### src/design/stms_pkg.sv
package stms_pkg;

  // item codes
  typedef enum logic [1:0] {
    OP_ROW   = 2'd0,
    OP_LANE  = 2'd1,
    OP_CLOSE = 2'd2,
    OP_READ  = 2'd3
  } op_t;

  // statistic groups for a read
  typedef enum logic [1:0] {
    SEL_BUCKET  = 2'd0,
    SEL_ROWPOP  = 2'd1,
    SEL_FEATPOP = 2'd2,
    SEL_COUNTER = 2'd3
  } sel_t;

  // fixed field widths
  localparam int NNZ_W   = 20;
  localparam int BW_W    = 16;
  localparam int SUM_W   = 16;
  localparam int IDX_W   = 6;
  localparam int DMIN_W  = 22;
  localparam int TOTAL_W = 48;
  localparam int HIST_W  = 32;
  localparam int CTR_W   = 32;
  localparam int RVAL_W  = 48;
  localparam int APB_AW  = 3;
  localparam int APB_DW  = 32;

  // counter indexes for a counter read
  localparam logic [IDX_W-1:0] CTR_TOTAL = 6'd0;
  localparam logic [IDX_W-1:0] CTR_MAXROW = 6'd1;
  localparam logic [IDX_W-1:0] CTR_ROWS = 6'd2;
  localparam logic [IDX_W-1:0] CTR_TILES = 6'd3;
  localparam logic [IDX_W-1:0] CTR_DENSE = 6'd4;

  // register file
  localparam logic REG_DENSE_MIN = 1'b0;
  localparam logic [DMIN_W-1:0] DMIN_RESET = 22'd16;

endpackage

### src/design/sparse_tile_mask_statistics.sv
// Channel | Signals                                   | Beat
// --------+-------------------------------------------+--------------------------------
// apb     | psel penable pwrite paddr pwdata prdata   | write of dense_min_capacity
// in      | in_valid in_ready + 7 item fields         | one row, lane, close or read
// out     | out_valid out_ready + 7 result fields     | one result per input beat
//
// Throughput one item per cycle when out_ready does not stall the output; a result passes from
// input beat into queue, queue into execute stage, then execute into output register.
// Histograms sit in RAMs with one read and one write port; a one-entry bypass per RAM keeps
// back-to-back bumps of the same bin exact.
// Reset is synchronous; histogram bins read zero through valid bits, no clearing pass.
// A 2-entry queue parts front and back; in_ready drops only when it is full, and the
// execute stage holds while the output register waits on out_ready.
module sparse_tile_mask_statistics #(
  parameter int MASK_WIDTH  = 32,
  parameter int ROW_BUCKETS = 8
) (
  input  logic                                  clk,
  input  logic                                  rst,
  input  logic                                  psel,
  input  logic                                  penable,
  input  logic                                  pwrite,
  input  logic [stms_pkg::APB_AW-1:0]           paddr,
  input  logic [stms_pkg::APB_DW-1:0]           pwdata,
  output logic [stms_pkg::APB_DW-1:0]           prdata,
  output logic                                  pready,
  input  logic                                  in_valid,
  output logic                                  in_ready,
  input  logic [1:0]                            operation,
  input  logic [stms_pkg::NNZ_W-1:0]            row_nnz,
  input  logic [MASK_WIDTH-1:0]                 lane_mask,
  input  logic [MASK_WIDTH-1:0]                 cell_mask,
  input  logic [stms_pkg::BW_W-1:0]             feature_width,
  input  logic [1:0]                            read_select,
  input  logic [stms_pkg::IDX_W-1:0]            read_index,
  output logic                                  out_valid,
  input  logic                                  out_ready,
  output logic [$clog2(MASK_WIDTH+1)-1:0]       tile_rows,
  output logic [$clog2(MASK_WIDTH+1)-1:0]       tile_features,
  output logic [stms_pkg::SUM_W-1:0]            tile_nnz,
  output logic [$clog2(MASK_WIDTH*65535+1)-1:0] capacity,
  output logic [$clog2(MASK_WIDTH+1)-1:0]       lane_spread,
  output logic                                  dense_fragment,
  output logic [stms_pkg::RVAL_W-1:0]           read_value
);
  import stms_pkg::*;

  localparam int CNT_W   = $clog2(MASK_WIDTH + 1);
  localparam int BK_W    = $clog2(ROW_BUCKETS);
  localparam int Q_DEPTH = 2;

  typedef struct packed {
    op_t               op;
    logic [NNZ_W-1:0]  row_nnz;
    logic [BK_W-1:0]   bucket;
    logic [CNT_W-1:0]  rows;
    logic [CNT_W-1:0]  feats;
    logic [CNT_W-1:0]  imbalance;
    logic [SUM_W-1:0]  tile_nnz;
    logic [BW_W-1:0]   feature_width;
    sel_t              sel;
    logic [IDX_W-1:0]  idx;
  } entry_t;

  logic [DMIN_W-1:0] dense_min_capacity;
  logic              accept;
  logic              q_full;
  logic              q_pop;
  logic              q_valid;
  entry_t            front_entry;
  entry_t            q_head;

  // config register
  assign pready = 1'b1;
  assign prdata = (paddr[2] == REG_DENSE_MIN) ? APB_DW'(dense_min_capacity) : '0;

  always_ff @(posedge clk) begin
    if (rst) begin
      dense_min_capacity <= DMIN_RESET;
    end else if (psel && penable && pwrite && pready && paddr[2] == REG_DENSE_MIN) begin
      dense_min_capacity <= pwdata[DMIN_W-1:0];
    end
  end

  assign in_ready = !q_full;
  assign accept   = in_valid && in_ready;

  stms_front #(
    .MASK_WIDTH(MASK_WIDTH), .ROW_BUCKETS(ROW_BUCKETS), .entry_t(entry_t)
  ) u_front (
    .clk(clk), .rst(rst), .accept(accept),
    .operation(op_t'(operation)), .row_nnz(row_nnz), .lane_mask(lane_mask),
    .cell_mask(cell_mask), .feature_width(feature_width),
    .read_select(sel_t'(read_select)), .read_index(read_index),
    .entry(front_entry)
  );

  stms_queue #(.DEPTH(Q_DEPTH), .entry_t(entry_t)) u_queue (
    .clk(clk), .rst(rst), .push(accept), .push_data(front_entry), .full(q_full),
    .pop(q_pop), .head(q_head), .head_valid(q_valid)
  );

  stms_back #(
    .MASK_WIDTH(MASK_WIDTH), .ROW_BUCKETS(ROW_BUCKETS), .entry_t(entry_t)
  ) u_back (
    .clk(clk), .rst(rst), .dense_min_capacity(dense_min_capacity),
    .head(q_head), .head_valid(q_valid), .pop(q_pop),
    .out_valid(out_valid), .out_ready(out_ready),
    .tile_rows(tile_rows), .tile_features(tile_features),
    .tile_nnz(tile_nnz), .capacity(capacity), .lane_spread(lane_spread),
    .dense_fragment(dense_fragment), .read_value(read_value)
  );

endmodule

### src/design/stms_ram.sv
module stms_ram #(
  parameter int WIDTH = 32,
  parameter int DEPTH = 33
) (
  input  logic                     clk,
  input  logic                     we,
  input  logic [$clog2(DEPTH)-1:0] waddr,
  input  logic [WIDTH-1:0]         wdata,
  input  logic                     re,
  input  logic [$clog2(DEPTH)-1:0] raddr,
  output logic [WIDTH-1:0]         rdata
);

  logic [WIDTH-1:0] mem [DEPTH];

  // one write port, one registered read port
  always_ff @(posedge clk) begin
    if (we) begin
      mem[waddr] <= wdata;
    end
    if (re) begin
      rdata <= mem[raddr];
    end
  end

endmodule

### src/design/stms_front.sv
module stms_front #(
  parameter int  MASK_WIDTH  = 32,
  parameter int  ROW_BUCKETS = 8,
  parameter type entry_t     = logic
) (
  input  logic                          clk,
  input  logic                          rst,
  input  logic                          accept,
  input  stms_pkg::op_t                 operation,
  input  logic [stms_pkg::NNZ_W-1:0]    row_nnz,
  input  logic [MASK_WIDTH-1:0]         lane_mask,
  input  logic [MASK_WIDTH-1:0]         cell_mask,
  input  logic [stms_pkg::BW_W-1:0]     feature_width,
  input  stms_pkg::sel_t                read_select,
  input  logic [stms_pkg::IDX_W-1:0]    read_index,
  output entry_t                        entry
);
  import stms_pkg::*;

  localparam int CNT_W  = $clog2(MASK_WIDTH + 1);
  localparam int BK_W   = $clog2(ROW_BUCKETS);
  localparam int BLEN_W = $clog2(NNZ_W + 1);

  // open tile accumulators
  logic [MASK_WIDTH-1:0] union_mask;
  logic [SUM_W-1:0]      tile_nnz_sum;
  logic [CNT_W-1:0]      lane_min;
  logic [CNT_W-1:0]      lane_max;
  logic                  tile_has_entries;

  logic [CNT_W-1:0]  lane_pc;
  logic [CNT_W-1:0]  rows_pc;
  logic [CNT_W-1:0]  feats_pc;
  logic [BLEN_W-1:0] blen;
  logic [BK_W-1:0]   bucket;
  logic [SUM_W:0]    sum_wide;
  logic [CNT_W-1:0]  imbalance;

  // popcounts and row bit length
  always_comb begin
    lane_pc  = '0;
    rows_pc  = '0;
    feats_pc = '0;
    for (int i = 0; i < MASK_WIDTH; i++) begin
      lane_pc  = lane_pc + CNT_W'(lane_mask[i]);
      rows_pc  = rows_pc + CNT_W'(cell_mask[i]);
      feats_pc = feats_pc + CNT_W'(union_mask[i]);
    end
    blen = '0;
    for (int i = 0; i < NNZ_W; i++) begin
      if (row_nnz[i]) begin
        blen = BLEN_W'(i + 1);
      end
    end
  end

  // bucket clamp, saturating lane sum, imbalance
  always_comb begin
    if (int'(blen) > ROW_BUCKETS - 1) begin
      bucket = BK_W'(ROW_BUCKETS - 1);
    end else begin
      bucket = BK_W'(blen);
    end
    sum_wide = {1'b0, tile_nnz_sum} + (SUM_W + 1)'(lane_pc);
    if (tile_has_entries && lane_max >= lane_min) begin
      imbalance = lane_max - lane_min;
    end else begin
      imbalance = '0;
    end
  end

  // queue entry
  always_comb begin
    entry               = '0;
    entry.op            = operation;
    entry.row_nnz       = row_nnz;
    entry.bucket        = bucket;
    entry.rows          = rows_pc;
    entry.feats         = feats_pc;
    entry.imbalance     = imbalance;
    entry.tile_nnz      = tile_nnz_sum;
    entry.feature_width = feature_width;
    entry.sel           = read_select;
    entry.idx           = read_index;
  end

  // tile accumulators follow accepted beats in order
  always_ff @(posedge clk) begin
    if (rst) begin
      union_mask       <= '0;
      tile_nnz_sum     <= '0;
      lane_min         <= CNT_W'(MASK_WIDTH);
      lane_max         <= '0;
      tile_has_entries <= 1'b0;
    end else if (accept) begin
      unique case (operation)
        OP_LANE: begin
          union_mask   <= union_mask | lane_mask;
          tile_nnz_sum <= sum_wide[SUM_W] ? '1 : sum_wide[SUM_W-1:0];
          if (lane_pc < lane_min) begin
            lane_min <= lane_pc;
          end
          if (lane_pc > lane_max) begin
            lane_max <= lane_pc;
          end
          tile_has_entries <= 1'b1;
        end
        OP_CLOSE: begin
          union_mask       <= '0;
          tile_nnz_sum     <= '0;
          lane_min         <= CNT_W'(MASK_WIDTH);
          lane_max         <= '0;
          tile_has_entries <= 1'b0;
        end
        default: begin
        end
      endcase
    end
  end

  a_empty_tile_clear: assert property (@(posedge clk) disable iff (rst)
    !tile_has_entries |-> union_mask == '0 && tile_nnz_sum == '0 && lane_max == '0
                          && lane_min == CNT_W'(MASK_WIDTH))
    else $error("empty tile holds stale accumulators");

endmodule

### src/design/stms_queue.sv
module stms_queue #(
  parameter int  DEPTH   = 2,
  parameter type entry_t = logic
) (
  input  logic   clk,
  input  logic   rst,
  input  logic   push,
  input  entry_t push_data,
  output logic   full,
  input  logic   pop,
  output entry_t head,
  output logic   head_valid
);

  localparam int PTR_W = $clog2(DEPTH);
  localparam int CNT_W = $clog2(DEPTH + 1);

  entry_t           slots [DEPTH];
  logic [PTR_W-1:0] wr_ptr;
  logic [PTR_W-1:0] rd_ptr;
  logic [CNT_W-1:0] count;

  assign full       = count == CNT_W'(DEPTH);
  assign head_valid = count != '0;
  assign head       = slots[rd_ptr];

  // payload slots
  always_ff @(posedge clk) begin
    if (push) begin
      slots[wr_ptr] <= push_data;
    end
  end

  // pointers and fill count
  always_ff @(posedge clk) begin
    if (rst) begin
      wr_ptr <= '0;
      rd_ptr <= '0;
      count  <= '0;
    end else begin
      if (push) begin
        wr_ptr <= (wr_ptr == PTR_W'(DEPTH - 1)) ? '0 : wr_ptr + 1'b1;
      end
      if (pop) begin
        rd_ptr <= (rd_ptr == PTR_W'(DEPTH - 1)) ? '0 : rd_ptr + 1'b1;
      end
      if (push && !pop) begin
        count <= count + 1'b1;
      end else if (pop && !push) begin
        count <= count - 1'b1;
      end
    end
  end

  a_count_bound: assert property (@(posedge clk) disable iff (rst)
    count <= CNT_W'(DEPTH) && !(pop && count == '0))
    else $error("queue count out of range");

endmodule

### src/design/stms_back.sv
module stms_back #(
  parameter int  MASK_WIDTH  = 32,
  parameter int  ROW_BUCKETS = 8,
  parameter type entry_t     = logic
) (
  input  logic                                          clk,
  input  logic                                          rst,
  input  logic [stms_pkg::DMIN_W-1:0]                   dense_min_capacity,
  input  entry_t                                        head,
  input  logic                                          head_valid,
  output logic                                          pop,
  output logic                                          out_valid,
  input  logic                                          out_ready,
  output logic [$clog2(MASK_WIDTH+1)-1:0]               tile_rows,
  output logic [$clog2(MASK_WIDTH+1)-1:0]               tile_features,
  output logic [stms_pkg::SUM_W-1:0]                    tile_nnz,
  output logic [$clog2(MASK_WIDTH*65535+1)-1:0]         capacity,
  output logic [$clog2(MASK_WIDTH+1)-1:0]               lane_spread,
  output logic                                          dense_fragment,
  output logic [stms_pkg::RVAL_W-1:0]                   read_value
);
  import stms_pkg::*;

  localparam int CNT_W  = $clog2(MASK_WIDTH + 1);
  localparam int HDEPTH = MASK_WIDTH + 1;
  localparam int HA_W   = $clog2(HDEPTH);
  localparam int BK_W   = $clog2(ROW_BUCKETS);
  localparam int CAP_W  = $clog2(MASK_WIDTH * ((1 << BW_W) - 1) + 1);
  localparam int PROD_W = CNT_W + BW_W;

  // execute stage
  logic              b_valid;
  entry_t            b_entry;
  logic [CAP_W-1:0]  b_cap;
  logic [BK_W-1:0]   b_addr0;
  logic [HA_W-1:0]   b_addr1;
  logic [HA_W-1:0]   b_addr2;
  logic              rv0, rv1, rv2;
  logic              b_fire;

  // histogram entries written since reset
  logic [ROW_BUCKETS-1:0] hv0;
  logic [HDEPTH-1:0]      hv1;
  logic [HDEPTH-1:0]      hv2;

  // last write to each histogram, covers the read that met it
  logic              f0_valid, f1_valid, f2_valid;
  logic [BK_W-1:0]   f0_addr;
  logic [HA_W-1:0]   f1_addr, f2_addr;
  logic [HIST_W-1:0] f0_data, f1_data, f2_data;

  // counters
  logic [TOTAL_W-1:0] total_row_nonzeros;
  logic [NNZ_W-1:0]   largest_row_nonzeros;
  logic [CTR_W-1:0]   rows_seen;
  logic [CTR_W-1:0]   tiles_seen;
  logic [CTR_W-1:0]   dense_tiles;

  logic [BK_W-1:0]    addr0;
  logic [HA_W-1:0]    addr1, addr2;
  logic [PROD_W-1:0]  prod;
  logic [HIST_W-1:0]  rd0, rd1, rd2;
  logic [HIST_W-1:0]  eff0, eff1, eff2;
  logic [HIST_W-1:0]  inc0, inc1, inc2;
  logic               we0, we12;
  logic               dense;
  logic [TOTAL_W:0]   total_wide;
  logic [RVAL_W-1:0]  rval;

  assign b_fire = b_valid && (!out_valid || out_ready);
  assign pop    = head_valid && (!b_valid || b_fire);

  // read addresses and capacity product from the queue head
  always_comb begin
    if (head.op == OP_READ) begin
      addr0 = BK_W'(head.idx);
      addr1 = HA_W'(head.idx);
      addr2 = HA_W'(head.idx);
    end else begin
      addr0 = head.bucket;
      addr1 = head.rows;
      addr2 = head.feats;
    end
    prod = PROD_W'(head.rows) * PROD_W'(head.feature_width);
  end

  stms_ram #(.WIDTH(HIST_W), .DEPTH(ROW_BUCKETS)) u_bucket_ram (
    .clk(clk), .we(we0), .waddr(b_addr0), .wdata(inc0),
    .re(pop), .raddr(addr0), .rdata(rd0)
  );

  stms_ram #(.WIDTH(HIST_W), .DEPTH(HDEPTH)) u_rowpop_ram (
    .clk(clk), .we(we12), .waddr(b_addr1), .wdata(inc1),
    .re(pop), .raddr(addr1), .rdata(rd1)
  );

  stms_ram #(.WIDTH(HIST_W), .DEPTH(HDEPTH)) u_featpop_ram (
    .clk(clk), .we(we12), .waddr(b_addr2), .wdata(inc2),
    .re(pop), .raddr(addr2), .rdata(rd2)
  );

  // stage register
  always_ff @(posedge clk) begin
    if (rst) begin
      b_valid <= 1'b0;
    end else if (pop) begin
      b_valid <= 1'b1;
    end else if (b_fire) begin
      b_valid <= 1'b0;
    end
  end

  always_ff @(posedge clk) begin
    if (pop) begin
      b_entry <= head;
      b_cap   <= CAP_W'(prod);
      b_addr0 <= addr0;
      b_addr1 <= addr1;
      b_addr2 <= addr2;
      rv0     <= (int'(addr0) < ROW_BUCKETS) && hv0[addr0];
      rv1     <= (int'(addr1) < HDEPTH) && hv1[addr1];
      rv2     <= (int'(addr2) < HDEPTH) && hv2[addr2];
    end
  end

  // current histogram values and saturating increments
  always_comb begin
    if (f0_valid && f0_addr == b_addr0) begin
      eff0 = f0_data;
    end else begin
      eff0 = rv0 ? rd0 : '0;
    end
    if (f1_valid && f1_addr == b_addr1) begin
      eff1 = f1_data;
    end else begin
      eff1 = rv1 ? rd1 : '0;
    end
    if (f2_valid && f2_addr == b_addr2) begin
      eff2 = f2_data;
    end else begin
      eff2 = rv2 ? rd2 : '0;
    end
    inc0 = (eff0 == '1) ? eff0 : eff0 + 1'b1;
    inc1 = (eff1 == '1) ? eff1 : eff1 + 1'b1;
    inc2 = (eff2 == '1) ? eff2 : eff2 + 1'b1;
    we0  = b_fire && b_entry.op == OP_ROW;
    we12 = b_fire && b_entry.op == OP_CLOSE;
  end

  // dense test and row total
  always_comb begin
    dense = b_cap != '0 && int'(b_cap) >= int'(dense_min_capacity)
            && (int'(b_entry.tile_nnz) * 2) >= int'(b_cap);
    total_wide = {1'b0, total_row_nonzeros} + (TOTAL_W + 1)'(b_entry.row_nnz);
  end

  // read mux
  always_comb begin
    rval = '0;
    unique case (b_entry.sel)
      SEL_BUCKET: begin
        if (int'(b_entry.idx) < ROW_BUCKETS) begin
          rval = RVAL_W'(eff0);
        end
      end
      SEL_ROWPOP: begin
        if (int'(b_entry.idx) <= MASK_WIDTH) begin
          rval = RVAL_W'(eff1);
        end
      end
      SEL_FEATPOP: begin
        if (int'(b_entry.idx) <= MASK_WIDTH) begin
          rval = RVAL_W'(eff2);
        end
      end
      SEL_COUNTER: begin
        unique case (b_entry.idx)
          CTR_TOTAL:  rval = total_row_nonzeros;
          CTR_MAXROW: rval = RVAL_W'(largest_row_nonzeros);
          CTR_ROWS:   rval = RVAL_W'(rows_seen);
          CTR_TILES:  rval = RVAL_W'(tiles_seen);
          CTR_DENSE:  rval = RVAL_W'(dense_tiles);
          default:    rval = '0;
        endcase
      end
      default: rval = '0;
    endcase
  end

  // counters, valid bits and bypass records
  always_ff @(posedge clk) begin
    if (rst) begin
      total_row_nonzeros   <= '0;
      largest_row_nonzeros <= '0;
      rows_seen            <= '0;
      tiles_seen           <= '0;
      dense_tiles          <= '0;
      hv0                  <= '0;
      hv1                  <= '0;
      hv2                  <= '0;
      f0_valid             <= 1'b0;
      f1_valid             <= 1'b0;
      f2_valid             <= 1'b0;
    end else begin
      if (we0) begin
        total_row_nonzeros <= total_wide[TOTAL_W] ? '1 : total_wide[TOTAL_W-1:0];
        if (b_entry.row_nnz > largest_row_nonzeros) begin
          largest_row_nonzeros <= b_entry.row_nnz;
        end
        if (rows_seen != '1) begin
          rows_seen <= rows_seen + 1'b1;
        end
        hv0[b_addr0] <= 1'b1;
        f0_valid     <= 1'b1;
      end
      if (we12) begin
        if (tiles_seen != '1) begin
          tiles_seen <= tiles_seen + 1'b1;
        end
        if (dense && dense_tiles != '1) begin
          dense_tiles <= dense_tiles + 1'b1;
        end
        hv1[b_addr1] <= 1'b1;
        hv2[b_addr2] <= 1'b1;
        f1_valid     <= 1'b1;
        f2_valid     <= 1'b1;
      end
    end
  end

  always_ff @(posedge clk) begin
    if (we0) begin
      f0_addr <= b_addr0;
      f0_data <= inc0;
    end
    if (we12) begin
      f1_addr <= b_addr1;
      f1_data <= inc1;
      f2_addr <= b_addr2;
      f2_data <= inc2;
    end
  end

  // output register
  always_ff @(posedge clk) begin
    if (rst) begin
      out_valid <= 1'b0;
    end else if (b_fire) begin
      out_valid <= 1'b1;
    end else if (out_ready) begin
      out_valid <= 1'b0;
    end
  end

  always_ff @(posedge clk) begin
    if (b_fire) begin
      tile_rows      <= '0;
      tile_features  <= '0;
      tile_nnz       <= '0;
      capacity       <= '0;
      lane_spread    <= '0;
      dense_fragment <= 1'b0;
      read_value     <= '0;
      if (b_entry.op == OP_CLOSE) begin
        tile_rows      <= b_entry.rows;
        tile_features  <= b_entry.feats;
        tile_nnz       <= b_entry.tile_nnz;
        capacity       <= b_cap;
        lane_spread    <= b_entry.imbalance;
        dense_fragment <= dense;
      end
      if (b_entry.op == OP_READ) begin
        read_value <= rval;
      end
    end
  end

  a_dense_ratio: assert property (@(posedge clk) disable iff (rst)
    out_valid && dense_fragment |-> capacity != '0
      && (int'(tile_nnz) * 2) >= int'(capacity))
    else $error("dense flag without half-full capacity");

  a_load_on_fire: assert property (@(posedge clk) disable iff (rst)
    $rose(out_valid) |-> $past(b_fire))
    else $error("result shown without execute");

  a_read_excl: assert property (@(posedge clk) disable iff (rst)
    out_valid && read_value != '0 |-> tile_rows == '0 && capacity == '0
      && !dense_fragment)
    else $error("read result carries tile figures");

endmodule
### config.mk
export PLATFORM = sky130hd
export DESIGN_NAME = sparse_tile_mask_statistics
export DESIGN_NICKNAME = d
export VERILOG_FILES = /design/src/design/stms_pkg.sv /design/src/design/sparse_tile_mask_statistics.sv /design/src/design/stms_ram.sv /design/src/design/stms_front.sv /design/src/design/stms_queue.sv /design/src/design/stms_back.sv
export SDC_FILE = /design/constraint.sdc
export NUM_CORES = 2
export LEC_CHECK = 0
export ABC_AREA = 1
export CORE_MARGIN = 2
export CORE_UTILIZATION = 35
export CTS_CLUSTER_DIAMETER = 120
export DETAILED_ROUTE_END_ITERATION = 8
export DONT_BUFFER_PORTS = 1
export HOLD_SLACK_MARGIN = 0.1
export PLACE_DENSITY_LB_ADDON = 0.08
export SETUP_SLACK_MARGIN = 0.3
export SYNTH_ARGS = -nofsm -noshare
export SYNTH_HDL_FRONTEND = slang
export SYNTH_HIERARCHICAL = 1
export SYNTH_SLANG_ARGS = --single-unit
### constraint.sdc
create_clock -name clk -period 8.7 [get_ports clk]
set_input_delay 0.87 -clock clk [delete_from_list [all_inputs] [get_ports clk]]
set_output_delay 0.87 -clock clk [all_outputs]
set_load 0.01 [all_outputs]
==> metrics <==
outcome=complete, no violations; VDD IR max=0.000550 V; footprint of the multi-input gates=0.0458 mm²; core area=0.426 mm²; Yosys cell types=65; largest net degree at the start of global routing=261; Final WS setup=2.70 ns; most common cell in the netlist=nand2_1; r2r setup slk=2.99 ns; fin crit share=0.689; Rel. slew slack=0.0881; global routing's busiest layer=met2; CP startpoint kind=input pin; Cell Rows=240; GRT Overall Usage=0.215; mapped cell area=0.150 mm²; Max clock buf depth=4; layout cell share with drive strength beyond 1=0.0728; r2r worst-path depth=16; Initial Util=0.351; DRC=0; post-synthesis register bit count=3278; RSZ-0062 raised after global routing=false; total grt overflow=0; Fillers=41935; TritonCTS clock tree=yes; Post-CTS Setup Bufs=0; IO Pins=291; Crit. End Element=flip-flop; Commonest cells post-synth=nand2_1 (4565), edfxtp_1 (2948), nand3_1 (2322); Hold/Removal Path Class=input pin to flip-flop; initial DRC count=8498; Syn Inst Count=14489; Die ar.=0.433 mm²; critical path peak fanout=5; Clock Skew=0.0669 ns; die height=658 µm; Syn-to-layout area delta=11.9%; clock root cell=clkbuf_16; CTS Sinks=3278; Pre-Repair DR Iteration Count=6; Clk pin slew, worst setup/hold paths=0.06 ns; vias in the first global route=97791; Final ANT Viol Nets=0; Final GP Congestion=0.887; Most used DFF post-synth=edfxtp_1; GR Util met3=0.0246; synth warn=6; Finished Core Util=0.392; Inst Count DP=19635; Worst Max-Slew Pin Slew=1.37 ns; fmax=167 MHz; Slew Limit Fails=0; Reg area=0.0951 mm²; DR vias=102724; # hold bufs at CTS=96; post-synthesis sequential area ratio=0.636; biggest area consumer among synthesized cells=edfxtp_1; Tot Pwr=67.9 mW; max cap viols=0; Final TNS setup=0 ns; final hold slack=0.194 ns; Final Hold Vio Count=0; Die Wd=658 µm; met2 Use GR=0.353; CTS buffer count=373; DRT Wirelength=477000 µm; WL/cell=23.4 µm; setup violators final=0; clock latency on the worst-skew pair=0.98 ns; Synth top area share=0.592; antenna violations before repair=24; HPWL reported at the end of detailed placement=273000 µm; number of synthesized flops with an enable pin=2948; ranking of synthesized cells by area=edfxtp_1 (59%), nand2_1 (11%), nand3_1 (7.8%); worst setup path class=input pin to flip-flop; GR Util met1=0.306; Worst setup startpoint=lane_mask[0]; Final #Nets=14862; critical path capture point=u_front/tile_nnz_sum[11]$_SDFFE_PP0P_; Place WS=1.79 ns; worst flop-to-flop path endpoint=u_back/b_cap[17]$_DFFE_PP_; fin crit period=6.00 ns; Critical Path RT=9.46 ns; port bufs=0; number of H-tree levels=5; routed vias/inst=5.03; Lkg Pwr=63.3 nW; crit path DAT=6.75 ns; Final Instance Area=0.167 mm²; Synth Area per Inst=10.3 µm²; FFs w/ async S/R, synth=0; total power divided by cell area=406 mW/mm²; first-pass GRT wire length=696000 µm; hold-critical path depth=4; Area after DPL=0.155 mm²; CTS resizes=0; Cell Count, Final, Fillers Out=20412
==> kinds of logic (layout without fill, tap and decap cells) <==
logic type	after synthesis	count (layout)	share of synthesized area
AO/OA/AOI/OAI	689	689	0.0266
XOR/XNOR	106	106	0.00621
adder cells (fa/ha/maj)	291	291	0.0309
buffers and inverters	2005	2227	0.0630
flip-flops	3278	3278	0.636
multiplexers	83	83	0.00801
other	2	16	0.0000502
AND/OR/NAND/NOR	8035	8035	0.229
==> layout by cell type, fill, tap and decap left out, types with 26 or more instances in the layout <==
cell	instances
nand2_1	4560
edfxtp_1	2948
nand3_1	2320
inv_1	1209
nor2_1	661
clkbuf_16	378
dfxtp_1	329
a21oi_1	315
buf_4	196
o21ai_0	178
ha_1	160
fa_1	131
nor3_1	114
nand4_1	108
dlygate4sd3_1	94
clkinv_1	90
clkbuf_1	89
nor2_4	84
xor2_1	80
mux2_4	70
clkinv_2	54
nand2_2	42
nand3_2	37
a41oi_1	32
o211ai_1	27
xnor2_1	26
==> cell type report <==
| type | instances | area share |
|---|---|---|
| Tap cell | 5687 | 0.0425 |
| Multi-Input combinational cell | 9215 | 0.274 |
| Sequential cell | 3278 | 0.569 |
| Inverter | 1243 | 0.0285 |
| Clock inverter | 195 | 0.0101 |
| Timing Repair Buffer | 308 | 0.0167 |
| Antenna cell | 5 | 0.0000748 |
| Clock buffer | 481 | 0.0597 |
==> sequential cells by signal, indices dropped and copies added (netlist names), 32 cells and up, named ones only <==
| register | cells |
|---|---|
| u_back/u_featpop_ram/mem | 1056 |
| u_back/rows_seen | 32 |
| u_back/u_featpop_ram/rdata | 32 |
| u_back/tiles_seen | 32 |
| u_back/u_rowpop_ram/rdata | 32 |
| u_back/u_bucket_ram/mem | 256 |
| u_back/u_rowpop_ram/mem | 1056 |
| u_back/f0_data | 32 |
| u_back/u_bucket_ram/rdata | 32 |
| u_back/f1_data | 32 |
| u_queue/slots | 166 |
| u_back/hv1 | 33 |
| u_back/hv2 | 33 |
| u_back/dense_tiles | 32 |
| u_back/total_row_nonzeros | 48 |
| u_back/read_value | 48 |
| u_back/b_entry | 64 |
| u_front/union_mask | 32 |
| u_back/f2_data | 32 |
==> layer usage <==
layer	vias up	routed length, µm	part of all wire
li1	48828	-	-
met1	50936	220000	0.46
met2	2429	224000	0.47
met3	529	22400	0.047
met4	2	11100	0.023
met5	-	13	0.000027
==> critical path, cell delays in order <==
cell and delay [ns]:
inv_1 0.03, fa_1 0.56, fa_1 0.45, fa_1 0.55
fa_1 0.45, fa_1 0.53, fa_1 0.40, inv_1 0.07
ha_1 0.16, inv_1 0.06, fa_1 0.37, nor2_1 0.20
o21ai_0 0.10, nand2_1 0.07, xor2_1 0.43, ha_1 0.38
a21o_1 0.18, a21oi_1 0.23, o21ai_2 0.15, nand2_1 0.11
nor2_1 0.05, xnor2_1 0.12, nand2_1 0.07, nand2_1 0.06
a21oi_1 0.06
==> worst min-delay path by stage <==
| stage | startpoint | slack [ns] | to |
|---|---|---|---|
| 6_report | pwdata[20] | 0.19 | dense_min_capacity[20]$_SDFFE_PP0P_ |
| 3_3_place_gp | u_back/hv2[3]$_SDFFE_PP0P_ | 0.44 | u_back/hv2[3]$_SDFFE_PP0P_ |
| 5_1_grt | pwdata[14] | 0.15 | dense_min_capacity[14]$_SDFFE_PP0P_ |
| 4_1_cts | pwdata[1] | 0.10 | dense_min_capacity[1]$_SDFFE_PP0P_ |
| 3_5_place_dp | u_back/hv2[3]$_SDFFE_PP0P_ | 0.45 | u_back/hv2[3]$_SDFFE_PP0P_ |
| 2_1_floorplan | u_back/hv2[32]$_SDFFE_PP0P_ | 0.43 | u_back/hv2[32]$_SDFFE_PP0P_ |
==> power by group <==
group	switching [mW]	internal, mW	leakage, nW
Clock	6.51	8.79	5.67
Combinational	22.4	8.49	27.9
Sequential	0.803	20.9	29.8
(Power assumes the default switching activity.)
